[config.mk]
export PLATFORM = sky130hd
export DESIGN_NAME = nibble_spn_block_encrypt
export DESIGN_NICKNAME = d
export VERILOG_FILES = /design/src/nsbe_pkg.sv /design/src/nsbe_round.sv /design/src/nibble_spn_block_encrypt.sv
export SDC_FILE = /design/constraint.sdc
export NUM_CORES = 1
export LEC_CHECK = 0
export BUFFER_PORTS_ARGS = -buffer_cell sky130_fd_sc_hd__buf_2
export CAP_MARGIN = 0
export CORE_MARGIN = 5
export CORE_UTILIZATION = 40
export CTS_CLUSTER_SIZE = 24
export DETAILED_ROUTE_END_ITERATION = 16
export GPL_TIMING_DRIVEN = 1
export HOLD_SLACK_MARGIN = 0.05
export PLACE_DENSITY = 0.58
export SLEW_MARGIN = 15
export SYNTH_ARGS = -nofsm -noshare
export SYNTH_HDL_FRONTEND = slang
export SYNTH_HIERARCHICAL = 1
export SYNTH_SLANG_ARGS = --single-unit
export TNS_END_PERCENT = 30
[constraint.sdc]
create_clock -name clock -period 10.8 [get_ports clock]
set_input_delay 2.16 -clock clock [delete_from_list [all_inputs] [get_ports clock]]
set_output_delay 2.16 -clock clock [all_outputs]
set_load 0.02 [all_outputs]
[src/nsbe_pkg.sv]
`default_nettype none

package nsbe_pkg;

   localparam int unsigned NIBBLES   = 8;
   localparam int unsigned NUM_KEYS  = 8;
   localparam int unsigned KEY_WIDTH = 32;
   localparam int unsigned BLK_WIDTH = 32;
   localparam int unsigned CSR_INDEX_WIDTH = 4;
   localparam int unsigned KEY_SEL_WIDTH   = 3;

   typedef logic [BLK_WIDTH-1:0] block_type;
   typedef logic [3:0]           nibble_type;

   // reduction polynomial x^4+x^3+1, low bits after the shift-out
   localparam nibble_type GF_REDUCE = 4'h9;

   localparam nibble_type SBOX [16] = '{
      4'd3, 4'd2, 4'd15, 4'd11, 4'd5, 4'd12, 4'd7, 4'd13,
      4'd0, 4'd14, 4'd8, 4'd9, 4'd1, 4'd10, 4'd4, 4'd6
   };

   // output nibble n takes input nibble PERM_SRC[n]
   localparam logic [2:0] PERM_SRC [8] = '{
      3'd1, 3'd3, 3'd5, 3'd7, 3'd0, 3'd2, 3'd4, 3'd6
   };

   function automatic nibble_type get_nib(input block_type b, input int unsigned n);
      get_nib = b[BLK_WIDTH-1-4*n -: 4];
   endfunction

   function automatic nibble_type gf_mul2(input nibble_type x);
      gf_mul2 = {x[2:0], 1'b0} ^ (x[3] ? GF_REDUCE : 4'h0);
   endfunction

   function automatic nibble_type gf_mul3(input nibble_type x);
      gf_mul3 = gf_mul2(x) ^ x;
   endfunction

   function automatic block_type sub_nibbles(input block_type b);
      block_type r;
      r = '0;
      for (int unsigned n = 0; n < NIBBLES; n++) begin
         r[BLK_WIDTH-1-4*n -: 4] = SBOX[get_nib(b, n)];
      end
      sub_nibbles = r;
   endfunction

   function automatic block_type mix_columns(input block_type b);
      block_type  r;
      nibble_type a0, a1, a2, a3;
      r = '0;
      for (int unsigned c = 0; c < 2; c++) begin
         a0 = get_nib(b, c);
         a1 = get_nib(b, 2 + c);
         a2 = get_nib(b, 4 + c);
         a3 = get_nib(b, 6 + c);
         r[BLK_WIDTH-1-4*c       -: 4] = gf_mul2(a0) ^ gf_mul3(a1) ^ a2 ^ a3;
         r[BLK_WIDTH-1-4*(2 + c) -: 4] = a0 ^ gf_mul2(a1) ^ gf_mul3(a2) ^ a3;
         r[BLK_WIDTH-1-4*(4 + c) -: 4] = a0 ^ a1 ^ gf_mul2(a2) ^ gf_mul3(a3);
         r[BLK_WIDTH-1-4*(6 + c) -: 4] = gf_mul3(a0) ^ a1 ^ a2 ^ gf_mul2(a3);
      end
      mix_columns = r;
   endfunction

   function automatic block_type permute(input block_type b);
      block_type r;
      r = '0;
      for (int unsigned n = 0; n < NIBBLES; n++) begin
         r[BLK_WIDTH-1-4*n -: 4] = get_nib(b, int'(PERM_SRC[n]));
      end
      permute = r;
   endfunction

endpackage

`default_nettype wire

[src/nsbe_round.sv]
`default_nettype none

// one cipher round: s-box layer, optional mixing, nibble permutation, key add
module nsbe_round (
   input  wire nsbe_pkg::block_type blk_i,
   input  wire nsbe_pkg::block_type key_i,
   input  wire                      mix_en_i,
   output nsbe_pkg::block_type      blk_o
);

   nsbe_pkg::block_type sub_blk;
   nsbe_pkg::block_type mix_blk;

   always_comb begin
      sub_blk = nsbe_pkg::sub_nibbles(blk_i);
      mix_blk = mix_en_i ? nsbe_pkg::mix_columns(sub_blk) : sub_blk;
      blk_o   = nsbe_pkg::permute(mix_blk) ^ key_i;
   end

endmodule

`default_nettype wire

[src/nibble_spn_block_encrypt.sv]
`default_nettype none

// a plaintext transfer is captured in the input register, then passes through the rounds into the result register
// throughput: one block per cycle while results are taken; all rounds sit in one combinational pass
//   between the input register and the result register
// reset: synchronous, active high; clears both valid flags and all round keys
module nibble_spn_block_encrypt #(
   parameter int unsigned ROUNDS = 7
) (
   input  wire         clock,
   input  wire         reset,

   // configuration write channel
   input  wire         csr_valid,
   output logic        csr_ready,
   input  wire  [nsbe_pkg::CSR_INDEX_WIDTH-1:0] csr_index,
   input  wire  [nsbe_pkg::KEY_WIDTH-1:0]       csr_wdata,

   // plaintext channel
   input  wire         req_valid,
   output logic        req_ready,
   input  wire  [31:0] req_plaintext,

   // ciphertext channel
   output logic        rsp_valid,
   input  wire         rsp_ready,
   output logic [31:0] rsp_ciphertext
);

   // round key store; the user must write it only while idle, the block does not enforce this
   nsbe_pkg::block_type key_ff [nsbe_pkg::NUM_KEYS];

   // input register
   logic                s1_valid_ff, s1_valid_in;
   nsbe_pkg::block_type s1_block_ff;

   // result register
   logic                rsp_valid_ff, rsp_valid_in;
   nsbe_pkg::block_type rsp_block_ff;

   logic s2_free;
   logic s1_move;
   logic req_xfer;

   // round chain, one tap per round boundary
   nsbe_pkg::block_type stage_blk [ROUNDS+1];

   // ---------------------------------------------------------------
   // configuration: always ready, writes beyond the key list dropped
   // ---------------------------------------------------------------
   assign csr_ready = 1'b1;

   always_ff @(posedge clock) begin
      if (reset) begin
         for (int unsigned k = 0; k < nsbe_pkg::NUM_KEYS; k++) begin
            key_ff[k] <= '0;
         end
      end else if (csr_valid && csr_ready &&
                   (csr_index < nsbe_pkg::CSR_INDEX_WIDTH'(nsbe_pkg::NUM_KEYS))) begin
         key_ff[csr_index[nsbe_pkg::KEY_SEL_WIDTH-1:0]] <= csr_wdata;
      end
   end

   // ---------------------------------------------------------------
   // flow control: result register frees when empty or being taken,
   // input register moves on whenever the result register is free
   // ---------------------------------------------------------------
   assign s2_free   = !rsp_valid_ff || rsp_ready;
   assign s1_move   = s1_valid_ff && s2_free;
   assign req_ready = !s1_valid_ff || s2_free;
   assign req_xfer  = req_valid && req_ready;

   always_comb begin
      s1_valid_in = req_xfer || (s1_valid_ff && !s2_free);
      rsp_valid_in = s1_move || (rsp_valid_ff && !rsp_ready);
   end

   always_ff @(posedge clock) begin
      if (reset) begin
         s1_valid_ff  <= 1'b0;
         rsp_valid_ff <= 1'b0;
      end else begin
         s1_valid_ff  <= s1_valid_in;
         rsp_valid_ff <= rsp_valid_in;
      end
   end

   // payload registers, no reset needed
   always_ff @(posedge clock) begin
      if (req_xfer) begin
         s1_block_ff <= req_plaintext;
      end
      if (s1_move) begin
         rsp_block_ff <= stage_blk[ROUNDS];
      end
   end

   // ---------------------------------------------------------------
   // datapath: whitening, then the round chain; the last round skips mixing
   // ---------------------------------------------------------------
   assign stage_blk[0] = s1_block_ff ^ key_ff[0];

   for (genvar r = 0; r < ROUNDS; r++) begin : g_round
      nsbe_round u_round (
         .blk_i    (stage_blk[r]),
         .key_i    (key_ff[r + 1]),
         .mix_en_i (1'(r != ROUNDS - 1)),
         .blk_o    (stage_blk[r + 1])
      );
   end

   assign rsp_valid      = rsp_valid_ff;
   assign rsp_ciphertext = rsp_block_ff;

   // ---------------------------------------------------------------
   // checks
   // ---------------------------------------------------------------
   // input side only stalls when both registers are full and the result is held
   a_stall_cause: assert property (@(posedge clock) disable iff (reset)
      !req_ready |-> (s1_valid_ff && rsp_valid_ff && !rsp_ready))
      else $error("input stalled without a full pipeline");

   // a block leaving the input register always lands in the result register
   a_advance: assert property (@(posedge clock) disable iff (reset)
      s1_move |=> rsp_valid_ff)
      else $error("block lost between input and result register");

   // an accepted plaintext is held in the input register next cycle
   a_capture: assert property (@(posedge clock) disable iff (reset)
      req_xfer |=> s1_valid_ff)
      else $error("accepted plaintext not captured");

endmodule

`default_nettype wire

==> results of run 1 <==
==> worst register-to-register path, delay by kind of cell (launching register included) <==
family / cells / cell delay (ns)
AOI/OAI and AO/OA: 9 / 2.30
xor gates and xnor gates: 19 / 3.98
DFF: 1 / 0.50
buffers and inverters: 18 / 2.76
and+or+nand+nor: 8 / 1.05
muxes: 5 / 1.17
==> state kept, by name (all words and copies together) (netlist names) <==
| signal | flops |
|---|---|
| key_ff | 256 |
| rsp_ciphertext | 32 |
| s1_block_ff | 32 |
| rsp_valid | 1 |
| s1_valid_ff | 1 |
==> metal layers <==
| metal | vias to the layer above | global-route usage |
|---|---|---|
| met5 | - | 0 |
| met4 | 0 | 0.0962 |
| met3 | 204 | 0.0386 |
| met2 | 692 | 0.407 |
| met1 | 12600 | 0.333 |
| li1 | 12100 | - |
==> timing repair <==
| action | 4_1_cts | 5_1_grt |
|---|---|---|
| setup buffers | 100 | 76 |
| gates cloned | 1 | 1 |
| gates resized for setup | 235 | 190 |
| endpoints found under the setup margin | 32 | 32 |
| pin swaps | 124 | 115 |
| endpoints found under the hold margin | 0 | 0 |
==> cells in the mapped netlist (73+ instances only) <==
| cell type | number |
|---|---|
| xor2_1 | 335 |
| nor2_1 | 98 |
| a21oi_1 | 154 |
| nand2b_1 | 128 |
| nor3_2 | 76 |
| inv_1 | 95 |
| clkbuf_1 | 75 |
| nand2_1 | 73 |
| edfxtp_1 | 320 |
| mux2i_1 | 112 |
| xnor2_1 | 432 |
| nor3_1 | 180 |
==> path summary, 6_finish.rpt <==
kind                        to  slack, ns  depth (start not counted)
max          rsp_ciphertext[2]      -1.23                         59
min                  rsp_valid       0.46                          2
max reg2reg  rsp_ciphertext[2]      -1.23                         59
min reg2reg          rsp_valid       0.46                          2
==> layout make-up <==
| class | instances | area [sq um] | area share |
|---|---|---|---|
| tap | 959 | 1200 | 0.0277 |
| clock inverter | 28 | 369 | 0.00851 |
| timing repair buffer | 1102 | 8170 | 0.188 |
| inverter | 161 | 609 | 0.0140 |
| antenna | 1 | 2.50 | 0.0000577 |
| clock buffer | 46 | 1090 | 0.0251 |
| multi-input combinational | 2239 | 22300 | 0.514 |
| sequential | 322 | 9650 | 0.222 |
==> stage by stage <==
| step | area [sq um] | setup WS [ns] |
|---|---|---|
| final | 43400 | -1.23 |
| after global routing | 43400 | -1.75 |
| after CTS | 41600 | -1.03 |
| after detailed placement | 37900 | -1.70 |
| after global placement | 37900 | -1.34 |
| after floorplan | 30600 | -0.369 |
==> cells by family (layout without fill, tap and decap cells) <==
family | Yosys count | count (layout) | share of synthesized area
DFF | 322 | 322 | 0.330
muxes | 112 | 112 | 0.0383
xor gates and xnor gates | 843 | 843 | 0.287
and+or+nand+nor | 771 | 771 | 0.161
buffers and inverters | 313 | 1337 | 0.0439
other | 2 | 9 | 0.000257
AOI/OAI and AO/OA | 505 | 505 | 0.140
==> impl_results.md, run 1 <==
* Final setup margin at -1.23 ns
* Core area at between 70000 and 80000 sq um
* Final min period at 12.03 ns
* Rel. slew slack at 0.180
* GP Congestion at about 0.9
* Initial antenna violation count at 6
* Final hold viol count at 0
* Synth Flop Type: edfxtp_1
* Uppermost routed layer: met4
* Vias in the first global route at approximately 26000
* Fill cells at 5936
* Netlist Area Pre-Place at 29300 sq um
* Critical path arrival at 12.35 ns
* Slew Limit Fails at 0
* Via density per instance at between 5 and 6
* CTS tree: yes
* CP peak stage delay at roughly 0.50 ns
* MaxCap Viol Count at 0
* Pin count of the biggest net entering global routing at slightly below 100
* Die Width at about 280 um
* Fin Setup TNS at -34.56 ns
* CTS Root Buffer Type: clkbuf_16
* Worst skew pair latency at between 0.5 and 0.6 ns
* RSZ-0062 raised after global routing: yes
* Layout cell share with drive strength beyond 1 at 0.470
* Commonest non-fill, non-tap cell in the layout: buf_4
* CP most frequent cell: buf_4
* Hold/Removal Path Class: register to register
* Initial drt markers at around 2000
* Post-Syn Area per Cell at just over 10 sq um
* Layout net count at ~3900
* Area contributors post-synth: edfxtp_1 (33%), xnor2_1 (13%), xor2_1 (10%)
* Post-route DRC at 0
* Met2 wire len at between 40 and 50 mm
* Max Freq at around 83 MHz
* Worst r2r src: s1_block_ff[16]
* Worst slew pin tran at approximately 1.2 ns
* Clk slew on worst S/H paths at about 0.060 ns
* Synth Register Bits at around 320
* Worst Setup SP: s1_block_ff[16]
* CP max FO at 7
* Via count at ~26000
* Overall global routing resource usage at 0.249
* Die ar. at around 80000 sq um
* DR WL met3 at 5.70 mm
* CP max-delay cell: edfxtp_1
* Dpl hpwl at 71.2 mm
* Post-synthesis cell count at 2868
* Distinct cells, synth at 73
* Wl on met1 at 43.5 mm
* Core Util, Final at 0.596
* Setup CP Type: register to register
* Num CTS Buffers at 42
* WP data required at between 10 and 15 ns
* Clk buf depth at 3
* CP delay by family, top: XOR/XNOR gates
* Die Span Y at between 200 and 300 um
* Seq/Total Area, Yosys at 0.330
* Drt pass-1 iters at 5
* Final setup vio count at 32
* Port bufs at approximately 110
* Io pins at 108
* Rows at 99
* Final period util at 1.11
* Status: finished, violations left
* Largest area contributor in the netlist: edfxtp_1
* Fin Clk Skew at between 0.03 and 0.04 ns
* Async set or reset register ratio after synthesis at 0
* Hold_sp: s1_valid_ff
* Non-filler cells, final at around 5000
* TritonCTS Sinks at 322
* Synth warn at 6
* Initial Util at 0.402
* Hold-fix buffers, CTS at 0
* H-tree depth at 2
* Hold slack at ~0.46 ns
* Placed cells at about 4600
* WL/cell at around 21 um
* GRT Residual Overflow at 0
* Routed Antenna Nets at 0
* CP Launch Type: register
* Share of the synthesized area in the top cell type at 0.328
* Violated checks: setup timing
* Worst setup EP type: register
* Most frequent cells in the layout: buf_4 (958), xnor2_1 (337), edfxtp_1 (320), xor2_1 (218), nor3_1 (180)
* EDFF count, synth at 320
* Synth-to-layout area growth at 48.2%
* Total Wirelength at 102 mm
* Buf/Inv on CP at 18
* First-pass GRT wire length at 152 mm
Power of run 1 is left out: the tool's default activity adds up to more than one toggle a clock period on the data nets, which glitch-free logic cannot reach.
==> inputs of run 2 (changes only) <==
PLACE_DENSITY = 0.56   (was 0.58)
SLEW_MARGIN = not set   (was 15)
clock period = 15.32 ns   (was 10.8 ns; I/O delays follow)
==> run 2 against run 1 <==
Effect of this change: the flow now finishes without violations; routed wire length shrank 14%; design area shrank 25%; critical path type unchanged; flip-flop and latch count is the same; count of clock-buffer cells in the layout grew 2; utilization shrank 15 points; critical endpoint is now rsp_ciphertext[4]; clock skew shrank 0.0075 ns; worst setup slack gained 2.1 ns; sequential share of layout area grew 7.4 points; global-route usage shrank 3.3 points.
==> impl_results.md, run 2 (same netlist as run 1, synthesis figures left out) <==
* Status: complete, no violations
* Worst R2R Path Depth at between 40 and 50
* Max Freq at roughly 69 MHz
* Hold/Removal Path Class: register to register
* Commonest non-fill, non-tap cell in the layout: xnor2_1
* Critical path arrival at approximately 15 ns
* Via density per instance at 5.58
* CP most frequent cell: mux2i_1
* CP max-delay cell: a22oi_1
* Final setup vio count at 0
* MaxCap Viol Count at 0
* CTS Root Buffer Type: clkbuf_16
* Max reg flops at 256
* Drt pass-1 iters at 5
* Clk slew on worst S/H paths at ~0.060 ns
* CP Launch Type: register
* Crit. path cell count at between 40 and 50
* CP delay by family, top: XOR/XNOR gates
* Vias in the first global route at 21000
* Slew Limit Fails at 0
* Num CTS Buffers at 40
* H-tree depth at 2
* Initial Util at 0.402
* CP peak stage delay at between 0.4 and 0.5 ns
* GRT Residual Overflow at 0
* Io pins at 108
* Antenna Cells at 0
* CP max FO at 9
* Buf/Inv on CP at 3
* Rel. slew slack at 0.204
* Post-route DRC at 0
* Total Wirelength at roughly 90 mm
* Layout cell share with drive strength beyond 1 at 0.173
* R2r setup slk at between 0.8 and 0.9 ns
* Worst slew pin tran at about 1.2 ns
* Layout net count at between 2000 and 3000
* Die ar. at ~79000 sq um
* Via count at about 22000
* WP data required at about 16 ns
* Hold Crit Depth at 2
* Fin Setup TNS at 0 ns
* R2r endpoint: rsp_ciphertext[4]
* First-pass GRT wire length at ~130 mm
* Register area at around 9600 sq um
* Multi-input gate area at roughly 19000 sq um
* Most flops, register: key_ff
* Initial drt markers at roughly 1700
* Rows at roughly 100
* Fill cells at 6785
* Synth-to-layout area growth at 11.3%
* Setup CP Type: register to register
* Worst setup EP type: register
* Hold Path End: rsp_valid
* Die Span Y at ~280 um
* Initial antenna violation count at 3
* Routed Antenna Nets at 0
* Pin count of the biggest net entering global routing at 68
* WL/cell at 22.5 um
* Fin Clk Skew at approximately 0.027 ns
* Clk buf depth at 3
* Overall global routing resource usage at 0.216
* Hold slack at approximately 0.48 ns
* Core area at between 70000 and 80000 sq um
* Final period util at 0.946
* Port bufs at approximately 110
* Dpl hpwl at 62.4 mm
* Final hold viol count at 0
* Hold_sp: s1_valid_ff
* Worst r2r src: key_ff[0][3]
* CTS tree: yes
* Die Width at around 280 um
* Most frequent cells in the layout: xnor2_1 (415), edfxtp_1 (320), xor2_1 (297), nor3_1 (180), a21oi_1 (152)
* Final min period at around 14 ns
* TritonCTS Sinks at roughly 320
* GP Congestion at around 0.89
* Worst skew pair latency at between 0.5 and 0.6 ns
run 2: routing by layer:
layer	GRT usage	routed length, um	part of all wire	vias to the layer above
li1	-	-	-	10300
met1	0.295	38700	0.44	10800
met2	0.349	40500	0.46	635
met3	0.0328	5360	0.061	125
met4	0.0780	3340	0.038	0
met5	0	0	0	-
run 2: worst max-delay path by stage:
stage,endpoint,startpoint,slack (ns)
after floorplan,rsp_ciphertext[11],key_ff[0][29],3.56
after global placement,rsp_ciphertext[6],key_ff[0][6],0.49
after detailed placement,rsp_ciphertext[6],key_ff[0][6],0.14
after CTS,rsp_ciphertext[6],key_ff[0][6],0.09
after global routing,rsp_ciphertext[4],s1_block_ff[3],-0.002
final,rsp_ciphertext[4],key_ff[0][3],0.82
run 2: what timing repair did:
action / 4_1_cts / 5_1_grt
gates resized for setup: 0 / 64
hold buffers: 0 / 0
setup endpoints to repair: 0 / 32
buffers inserted: 0 / 0
run 2: per-stage QoR:
step           instance area [sq um]  worst slack [ns]  instances  utilization
2_1_floorplan                  29300              3.56       2874            -
3_3_place_gp                   30700             0.493       3829        0.422
3_5_place_dp                   30700             0.144       3829        0.422
4_1_cts                        32100            0.0910       3903        0.441
5_1_grt                        32600          -0.00204       3903        0.448
6_report                       32600             0.822       3903        0.448
run 2: layout make-up:
class	instances	share of cell area
clock buffer	48	0.0326
clock inverter	26	0.00987
inverter	161	0.0186
multi-input combinational	2239	0.580
sequential	322	0.296
tap	959	0.0368
timing repair buffer	148	0.0260
run 2: worst register-to-register path, delay by kind of cell (launching register included):
| family | cells | cell delay, ns |
|---|---|---|
| flip-flops | 1 | 0.38 |
| multiplexers | 6 | 1.73 |
| XOR/XNOR | 20 | 7.38 |
| buffers and inverters | 3 | 0.46 |
| AO/OA/AOI/OAI | 13 | 3.70 |
| AND/OR/NAND/NOR | 4 | 0.62 |
Power of run 2 is left out for the same reason.
